<file path="config.mk">
export PLATFORM = sky130hd
export DESIGN_NAME = crm_front_flat
export DESIGN_NICKNAME = d
export VERILOG_FILES = /design/src/design/crm_pkg.sv /design/src/design/crm_if.sv /design/src/design/crm_front.sv /design/src/flat_wrapper.sv
export SDC_FILE = /design/constraint.sdc
export NUM_CORES = 1
export LEC_CHECK = 0
export BUFFER_PORTS_ARGS = -buffer_cell sky130_fd_sc_hd__buf_2
export CORE_ASPECT_RATIO = 0.9
export CORE_MARGIN = 2
export CORE_UTILIZATION = 45
export DETAILED_ROUTE_END_ITERATION = 6
export GPL_ROUTABILITY_DRIVEN = 0
export PLACE_DENSITY = 0.67
export SYNTH_ARGS = -nofsm -noshare
export SYNTH_HDL_FRONTEND = slang
export SYNTH_SLANG_ARGS = --single-unit
</file>
<file path="constraint.sdc">
create_clock -name clock -period 7.3 [get_ports clock]
set_clock_uncertainty 0.1 [all_clocks]
set_input_delay 1.46 -clock clock [delete_from_list [all_inputs] [get_ports clock]]
set_output_delay 1.46 -clock clock [all_outputs]
set_load 0.05 [all_outputs]
</file>
<file path="src/design/crm_pkg.sv">
package crm_pkg;

   localparam int MAX_OUTPUTS_DEF = 8;
   localparam int MAX_INPUTS_DEF  = 8;
   localparam int RESULT_CAP      = 8;
   localparam int QUEUE_DEPTH     = 2;

   localparam int CH_W     = 3;
   localparam int ACT_W    = 4;
   localparam int SAMPLE_W = 32;
   localparam int GAIN_W   = 25;
   localparam int PROD_W   = SAMPLE_W + GAIN_W;
   localparam int ACC_W    = 64;
   localparam int CNT_W    = 32;
   localparam int FRAC_W   = 20;

   typedef enum logic [1:0] {
      KIND_GAIN_WRITE,
      KIND_MIX,
      KIND_SKIP
   } kind_type;

   typedef struct packed {
      kind_type            kind;
      logic [CH_W-1:0]     row;
      logic [CH_W-1:0]     col;
      logic [SAMPLE_W-1:0] sample;
      logic [GAIN_W-1:0]   gain;
      logic                frame_end;
   } item_type;

   function automatic int min_int(input int a, input int b);
      return (a < b) ? a : b;
   endfunction

   function automatic int eff_rows(input int max_outputs);
      return min_int(min_int(max_outputs, RESULT_CAP), 1 << CH_W);
   endfunction

   function automatic int eff_cols(input int max_inputs);
      return min_int(max_inputs, 1 << CH_W);
   endfunction

endpackage

</file>
<file path="src/design/crm_if.sv">
interface crm_req_if;
   logic                             valid;
   logic                             ready;
   logic                             func;
   logic [crm_pkg::CH_W-1:0]         in_channel;
   logic [crm_pkg::CH_W-1:0]         out_channel;
   logic signed [crm_pkg::SAMPLE_W-1:0] sample_in;
   logic signed [crm_pkg::GAIN_W-1:0]   gain_value;
   logic                             frame_end;

   modport source (output valid, func, in_channel, out_channel, sample_in, gain_value,
                   frame_end, input ready);
   modport sink   (input valid, func, in_channel, out_channel, sample_in, gain_value,
                   frame_end, output ready);
endinterface


</file>
<file path="src/design/crm_front.sv">
module crm_front #(
   parameter int MAX_OUTPUTS = crm_pkg::MAX_OUTPUTS_DEF,
   parameter int MAX_INPUTS  = crm_pkg::MAX_INPUTS_DEF
) (
   input  logic              clock,
   input  logic              reset,
   crm_req_if.sink           req_ch,
   output logic              q_valid,
   output crm_pkg::item_type q_item,
   input  logic              q_pop
);

   localparam int ROWS  = crm_pkg::eff_rows(MAX_OUTPUTS);
   localparam int COLS  = crm_pkg::eff_cols(MAX_INPUTS);
   localparam int QD    = crm_pkg::QUEUE_DEPTH;
   localparam int PTR_W = (QD > 1) ? $clog2(QD) : 1;
   localparam int CNT_W = $clog2(QD + 1);

   crm_pkg::item_type q_mem_ff [QD];
   logic [PTR_W-1:0]  wr_ptr_ff, wr_ptr_in;
   logic [PTR_W-1:0]  rd_ptr_ff, rd_ptr_in;
   logic [CNT_W-1:0]  count_ff, count_in;

   crm_pkg::item_type cls_item;
   logic              keep;
   logic              push;
   logic              row_ok;
   logic              col_ok;

   assign row_ok = int'(req_ch.out_channel) < ROWS;
   assign col_ok = int'(req_ch.in_channel) < COLS;

   always_comb begin
      cls_item.row       = req_ch.out_channel;
      cls_item.col       = req_ch.in_channel;
      cls_item.sample    = req_ch.sample_in;
      cls_item.gain      = req_ch.gain_value;
      cls_item.frame_end = req_ch.frame_end;
      if (req_ch.func) begin
         cls_item.kind = crm_pkg::KIND_GAIN_WRITE;
         keep          = row_ok && col_ok;
      end else if (col_ok) begin
         cls_item.kind = crm_pkg::KIND_MIX;
         keep          = 1'b1;
      end else begin
         // sample on a missing column: only its frame end matters
         cls_item.kind = crm_pkg::KIND_SKIP;
         keep          = req_ch.frame_end;
      end
   end

   assign req_ch.ready = int'(count_ff) < QD;
   assign push         = req_ch.valid && req_ch.ready && keep;
   assign q_valid      = count_ff != '0;
   assign q_item       = q_mem_ff[rd_ptr_ff];

   always_comb begin
      wr_ptr_in = wr_ptr_ff;
      rd_ptr_in = rd_ptr_ff;
      count_in  = count_ff;
      if (push) begin
         wr_ptr_in = (int'(wr_ptr_ff) == QD - 1) ? '0 : wr_ptr_ff + 1'b1;
      end
      if (q_pop) begin
         rd_ptr_in = (int'(rd_ptr_ff) == QD - 1) ? '0 : rd_ptr_ff + 1'b1;
      end
      if (push && !q_pop) begin
         count_in = count_ff + 1'b1;
      end else if (!push && q_pop) begin
         count_in = count_ff - 1'b1;
      end
   end

   always_ff @(posedge clock) begin
      if (reset) begin
         wr_ptr_ff <= '0;
         rd_ptr_ff <= '0;
         count_ff  <= '0;
      end else begin
         wr_ptr_ff <= wr_ptr_in;
         rd_ptr_ff <= rd_ptr_in;
         count_ff  <= count_in;
      end
   end

   always_ff @(posedge clock) begin
      if (push) begin
         q_mem_ff[wr_ptr_ff] <= cls_item;
      end
   end

endmodule

</file>
<file path="src/flat_wrapper.sv">
// flat-port wrapper written by rule: the top's interface ports become plain ports
module crm_front_flat 
#(
   parameter int MAX_OUTPUTS = crm_pkg::MAX_OUTPUTS_DEF,
   parameter int MAX_INPUTS  = crm_pkg::MAX_INPUTS_DEF
)
  (clock, reset, q_valid, q_item, q_pop, req_ch_valid, req_ch_func, req_ch_in_channel, req_ch_out_channel, req_ch_sample_in, req_ch_gain_value, req_ch_frame_end, req_ch_ready);
  crm_req_if req_ch_i ();
  input  logic clock;
  input  logic reset;
  output logic q_valid;
  output crm_pkg::item_type q_item;
  input  logic q_pop;
  input wire logic [$bits(req_ch_i.valid)-1:0] req_ch_valid;
  input wire logic [$bits(req_ch_i.func)-1:0] req_ch_func;
  input wire logic [$bits(req_ch_i.in_channel)-1:0] req_ch_in_channel;
  input wire logic [$bits(req_ch_i.out_channel)-1:0] req_ch_out_channel;
  input wire logic [$bits(req_ch_i.sample_in)-1:0] req_ch_sample_in;
  input wire logic [$bits(req_ch_i.gain_value)-1:0] req_ch_gain_value;
  input wire logic [$bits(req_ch_i.frame_end)-1:0] req_ch_frame_end;
  output wire logic [$bits(req_ch_i.ready)-1:0] req_ch_ready;
  assign req_ch_i.valid = req_ch_valid;
  assign req_ch_i.func = req_ch_func;
  assign req_ch_i.in_channel = req_ch_in_channel;
  assign req_ch_i.out_channel = req_ch_out_channel;
  assign req_ch_i.sample_in = req_ch_sample_in;
  assign req_ch_i.gain_value = req_ch_gain_value;
  assign req_ch_i.frame_end = req_ch_frame_end;
  assign req_ch_ready = req_ch_i.ready;
  crm_front #(.MAX_OUTPUTS(MAX_OUTPUTS), .MAX_INPUTS(MAX_INPUTS)) u_core (.clock(clock), .reset(reset), .req_ch(req_ch_i), .q_valid(q_valid), .q_item(q_item), .q_pop(q_pop));
endmodule
</file>
=== After elaboration in Yosys (flattened, before gate mapping) ===
Memories as Yosys holds them, arrays and structs flattened. A register that Yosys moved wholly into a read port is not among the register bits.
Cells that the tools add are included.

* Register bits: 4
* Memory bits (writable): 130
* Bits of input ports: 69
* Output and inout bits: 68
* Logic and storage cells: 25
* Memories kept: 1

* $add $sub $neg: 4
* Magnitude comparators: 1
* Muxes and demuxes: 9
* Reduce and logical (&&, ||, !) cells: 7

{| class="wikitable"
|+ Memories
! name !! words !! width !! read ports !! clocked after Yosys merged registers in !! wr ports !! line !! source
|-
| u_core.q_mem_ff || 2 || 65 || 1 || 1 || 1 || crm_front.sv:19 || <nowiki>crm_pkg::item_type q_mem_ff [QD];</nowiki>
|}

{| class="wikitable"
|+ Operators by type and width
! cell !! number
|-
| 1-bit two-way mux || 7
|-
| 2-bit two-way mux || 2
|-
| 2-bit nonzero test || 2
|-
| 1-bit logical AND || 3
|-
| 1-bit adder (second input constant) || 2
|-
| 2-bit by 1-bit adder with 2-bit output (second input constant) || 1
|-
| 1-bit zero test || 2
|-
| 2-bit < comparator (second input constant) || 1
|-
| 2-bit by 1-bit subtractor with 2-bit output (second input constant) || 1
|}

=== Longest topological paths before layout ===
* Depth after elaboration: 6
* Depth in mapped cells: 5
* Depth with buffers taken out: 5

=== Worst setup path after synthesis ===
No wires, ideal clock.

* Path type: input port to flip-flop
* Start: input port req_ch_valid
* End: memory u_core.q_mem_ff[0][0] (netlist name), enable pin
* Library setup time: 496 ps
* Data arrival time: 4621 ps
* Required time: 6704 ps
* Slack: 2083 ps
* Cell stages on the path: 2
* Path buffers: 0
* Cell sequence: nor2b_1 > nor2b_1

* Longest elaborated chain between the ends: 3

{| class="wikitable"
|+ RTL lines
! what !! line !! source
|-
| start, declared || flat_wrapper.sv:14 || <nowiki>input wire logic [$bits(req_ch_i.valid)-1:0] req_ch_valid;</nowiki>
|-
| 1-bit logical AND || crm_front.sv:53 || <nowiki>assign push = req_ch.valid && req_ch.ready && keep;</nowiki>
|-
| 1-bit two-way mux || crm_front.sv:87 || <nowiki>if (push) begin</nowiki>
|-
| 1-bit two-way mux (implied by the code) || crm_front.sv:88 || <nowiki>q_mem_ff[wr_ptr_ff] <= cls_item;</nowiki>
|-
| end, declared || crm_front.sv:19 ||
|}

Every way passes these cells.

==> key figures <==
Logic synthesis
  – Cell Area, Synth: 0.00493 sq mm
  – Fraction of synthesized cell area taken by the top area cell type: 79.1%
  – Post-Syn Area per Cell: 21.6 sq um
  – Largest area contributor in the synthesized netlist: edfxtp_1
  – Sequential element share of the synthesized area: 81.1%
  – Synth Instances: 228
  – Syn Nets: 298
  – Seq cells post-synth: 135
  – Warnings from Yosys: 0
  – Top cells by area, synth: edfxtp_1, mux2_2, dfxtp_1, buf_6, xnor2_1
  – Count of distinct cell types in the synthesized netlist: 18

Worst hold path
  – Hold WC Path Type: reg -> reg
  – Min-Delay Path Depth: 2
  – Hold endpoint: u_core.rd_ptr_ff
  – Startpoint of the tightest hold check path: u_core.rd_ptr_ff

Detailed routing
  – Detailed-route vias per instance: 4.88
  – Average wire per cell in the routed design: 16.6 um
  – Total routed wire length on the met1 layer: 3710 um
  – Routed wire length: 8540 um
  – Top sig layer: met4
  – Residual DRC count: 0
  – DR pass1 iterations: 4
  – Routed length on met3: 677 um
  – Met2 wirelength from detailed routing: 4050 um
  – Count of vias placed by the detailed router: 2508
  – DRT iter0 DRCs: 189
  – DRT antenna net count: 0

Job
  – Max-cap check violation count: 0

Setup path
  – Element type at the critical path end: primary output
  – Arrival time of data at the critical path endpoint: 2080 ps
  – Count of cells along the worst register-to-register path: 3
  – Worst stage delay on the critical path: 660 ps
  – Reg2Reg Launch Point: u_core.count_ff[1]
  – List of cells traversed by the critical path: buf_4, mux2_2, buf_2
  – Type of element launching the critical path: flop
  – Data required time at the worst endpoint: 5740 ps
  – Setup Crit Path Kind: reg -> out
  – Highest-delay cell along the critical path: buf_4
  – Maximum net fanout on the critical path: 65
  – Reg2reg setup slack: 4990 ps
  – Endpoint of the worst register-to-register path: u_core.q_mem_ff[0][41]

Clocking
  – CTS tree: built
  – Clk pin slew, worst setup/hold paths: 50 ps
  – Clock Tree Root: clkbuf_16
  – Number of buffers on the longest clock path: 2
  – Post-CTS Setup Bufs: 0
  – PostCTS Resize Cnt: 0
  – Number of hold buffers added after cts: 0
  – Number of buffers created by CTS: 17
  – Total number of clock tree sinks: 135
  – Clock latency on the worst-skew pair: 410 ps
  – CTS HTree Levels: 4

Floorplan
  – Cell row count: 36
  – Effective utilization at floorplan: 45.8%
  – Area of the die: 0.0118 sq mm
  – Y dimension of the die: 103 um
  – Die outline width: 114 um
  – # IOs: 137
  – Floorplan core area: 0.0108 sq mm

Placement
  – Cell count after placement: 490
  – Pre-CTS WS: 3750 ps
  – HPWL reported at the end of detailed placement: 5130 um
  – Number of buffers inserted by port buffering: 135

STA
  – # setup viols final: 0
  – Setup repair after global routing missed its margin: false
  – Crit share post-route: 49.8%
  – Slew HR: 38.2%
  – Shortest period the worst path allows: 3640 ps
  – Slew at the pin with the worst max-slew slack: 927 ps
  – Hold violation count in the final report: 0
  – Final worst setup slack: 3660 ps
  – Final number of max-transition violations: 0
  – Fmax: 0.275 GHz
  – Setup_tns: 0 ps

GRT
  – First-pass GRT wire length: 12300 um
  – Total global routing overflow: 0
  – Total routing usage reported by global routing: 14.6%
  – Antenna violations before repair: 0
  – Via count of the first global-routing pass: 2484
  – Maximum number of pins on one net before global-route repair: 66

Final layout
  – Nets: 446
  – Synth-to-layout area growth: 25.2%
  – Share of cells above drive strength 1: 58.8%
  – Fin cells: 514
  – Total inserted antenna cells: 0

Status
  – Status: finished clean

Pwr
  – Lkg Pwr: 2.33 nW
  – Total power per unit cell area: 345 mW/mm^2
  – IR drop worst, VDD: 0.266 mV
[state kept, by name, indices dropped and copies added (netlist names), named ones only]
register	flops
u_core.rd_ptr_ff	1
u_core.count_ff	2
u_core.q_mem_ff	130
u_core.wr_ptr_ff	1
[through the flow]
stage / util [%] / hold WS (ps) / instance area (sq um) / power [mW]
3_3_place_gp: 53.2 / 397 / 5720 / 1.46
6_report: 57.4 / 419 / 6180 / 2.13
4_1_cts: 57.4 / 424 / 6180 / 2.16
3_5_place_dp: 53.2 / 404 / 5720 / 1.47
5_1_grt: 57.4 / 494 / 6180 / 2.21
2_1_floorplan: - / 374 / 4930 / 1.36
[per-layer routing]
metal	track usage (%)	vias to the layer above
li1	-	1182
met1	17.5	1224
met2	21.9	93
met3	7.40	9
met4	7.32	0
met5	0	-
[layout by cell type (no fill, tap or decap)]
cell,instances
dfxtp_1,4
xnor2_1,2
ha_1,1
nor2b_1,1
o21ai_0,1
xor2_1,2
inv_1,3
clkbuf_16,17
dfxtp_2,1
a21oi_1,1
clkinv_2,1
edfxtp_1,130
or3_1,1
mux2_2,65
or2_2,1
nor2b_4,1
and2_4,1
buf_2,135
clkbuf_1,6
conb_1,1
buf_4,2
nor2_1,4
[cell usage after synthesis (all sizes together)]
cell type / n
o21ai: 1
a21oi: 1
nor2b: 2
buf: 8
xnor2: 2
dfxtp: 5
inv: 3
mux2: 65
or3: 1
conb: 1
edfxtp: 130
or2: 1
ha: 1
nor2: 4
xor2: 2
and2: 1
[logic make-up (layout without fill, tap and decap cells)]
kind of cell / Yosys count / after routing / share of synthesized area, %
XOR/XNOR: 4 / 4 / 0.710
adder cells (fa/ha/maj): 1 / 1 / 0.254
other: 1 / 1 / 0.0760
AND/OR/NAND/NOR: 9 / 9 / 0.938
buffers and inverters: 11 / 164 / 1.85
flip-flops: 135 / 135 / 81.1
AO/OA/AOI/OAI: 2 / 2 / 0.203
multiplexers: 65 / 65 / 14.8
[worst max-delay path by stage]
stage | cells past startpoint | start | slack (ps) | endpoint
after detailed placement | 4 | req_ch_valid | 3750 | u_core.q_mem_ff[0][0]
after global placement | 4 | req_ch_valid | 3820 | u_core.q_mem_ff[0][0]
after global routing | 3 | flop | 3570 | q_item[4]
after CTS | 3 | flop | 3630 | q_item[59]
after floorplan | 2 | req_ch_valid | 2080 | u_core.q_mem_ff[0][0]
final | 3 | flop | 3660 | q_item[31]
[critical path: cells and delay by family, from the launching register on]
family	cells	cell delay (ps)
flops	1	310
mux	1	420
buf+inv	2	870
[power breakdown]
group	leakage, nW	internal (mW)	switching [mW]	total, mW
sequential	1.25	0.960	0.0213	0.982
combinational	0.853	0.121	0.345	0.466
clock	0.220	0.416	0.268	0.683
[area by class of cell]
cell class | count | area [sq um]
Clock buffer | 23 | 448
Clock inverter | 1 | 5.00
Fill cell | 845 | 4590
Inverter | 3 | 11.3
Multi-Input combinational cell | 82 | 850
Sequential cell | 135 | 4010
Tap cell | 133 | 166
Timing Repair Buffer | 137 | 691
No activity file was read; power rests on OpenSTA's default activity.
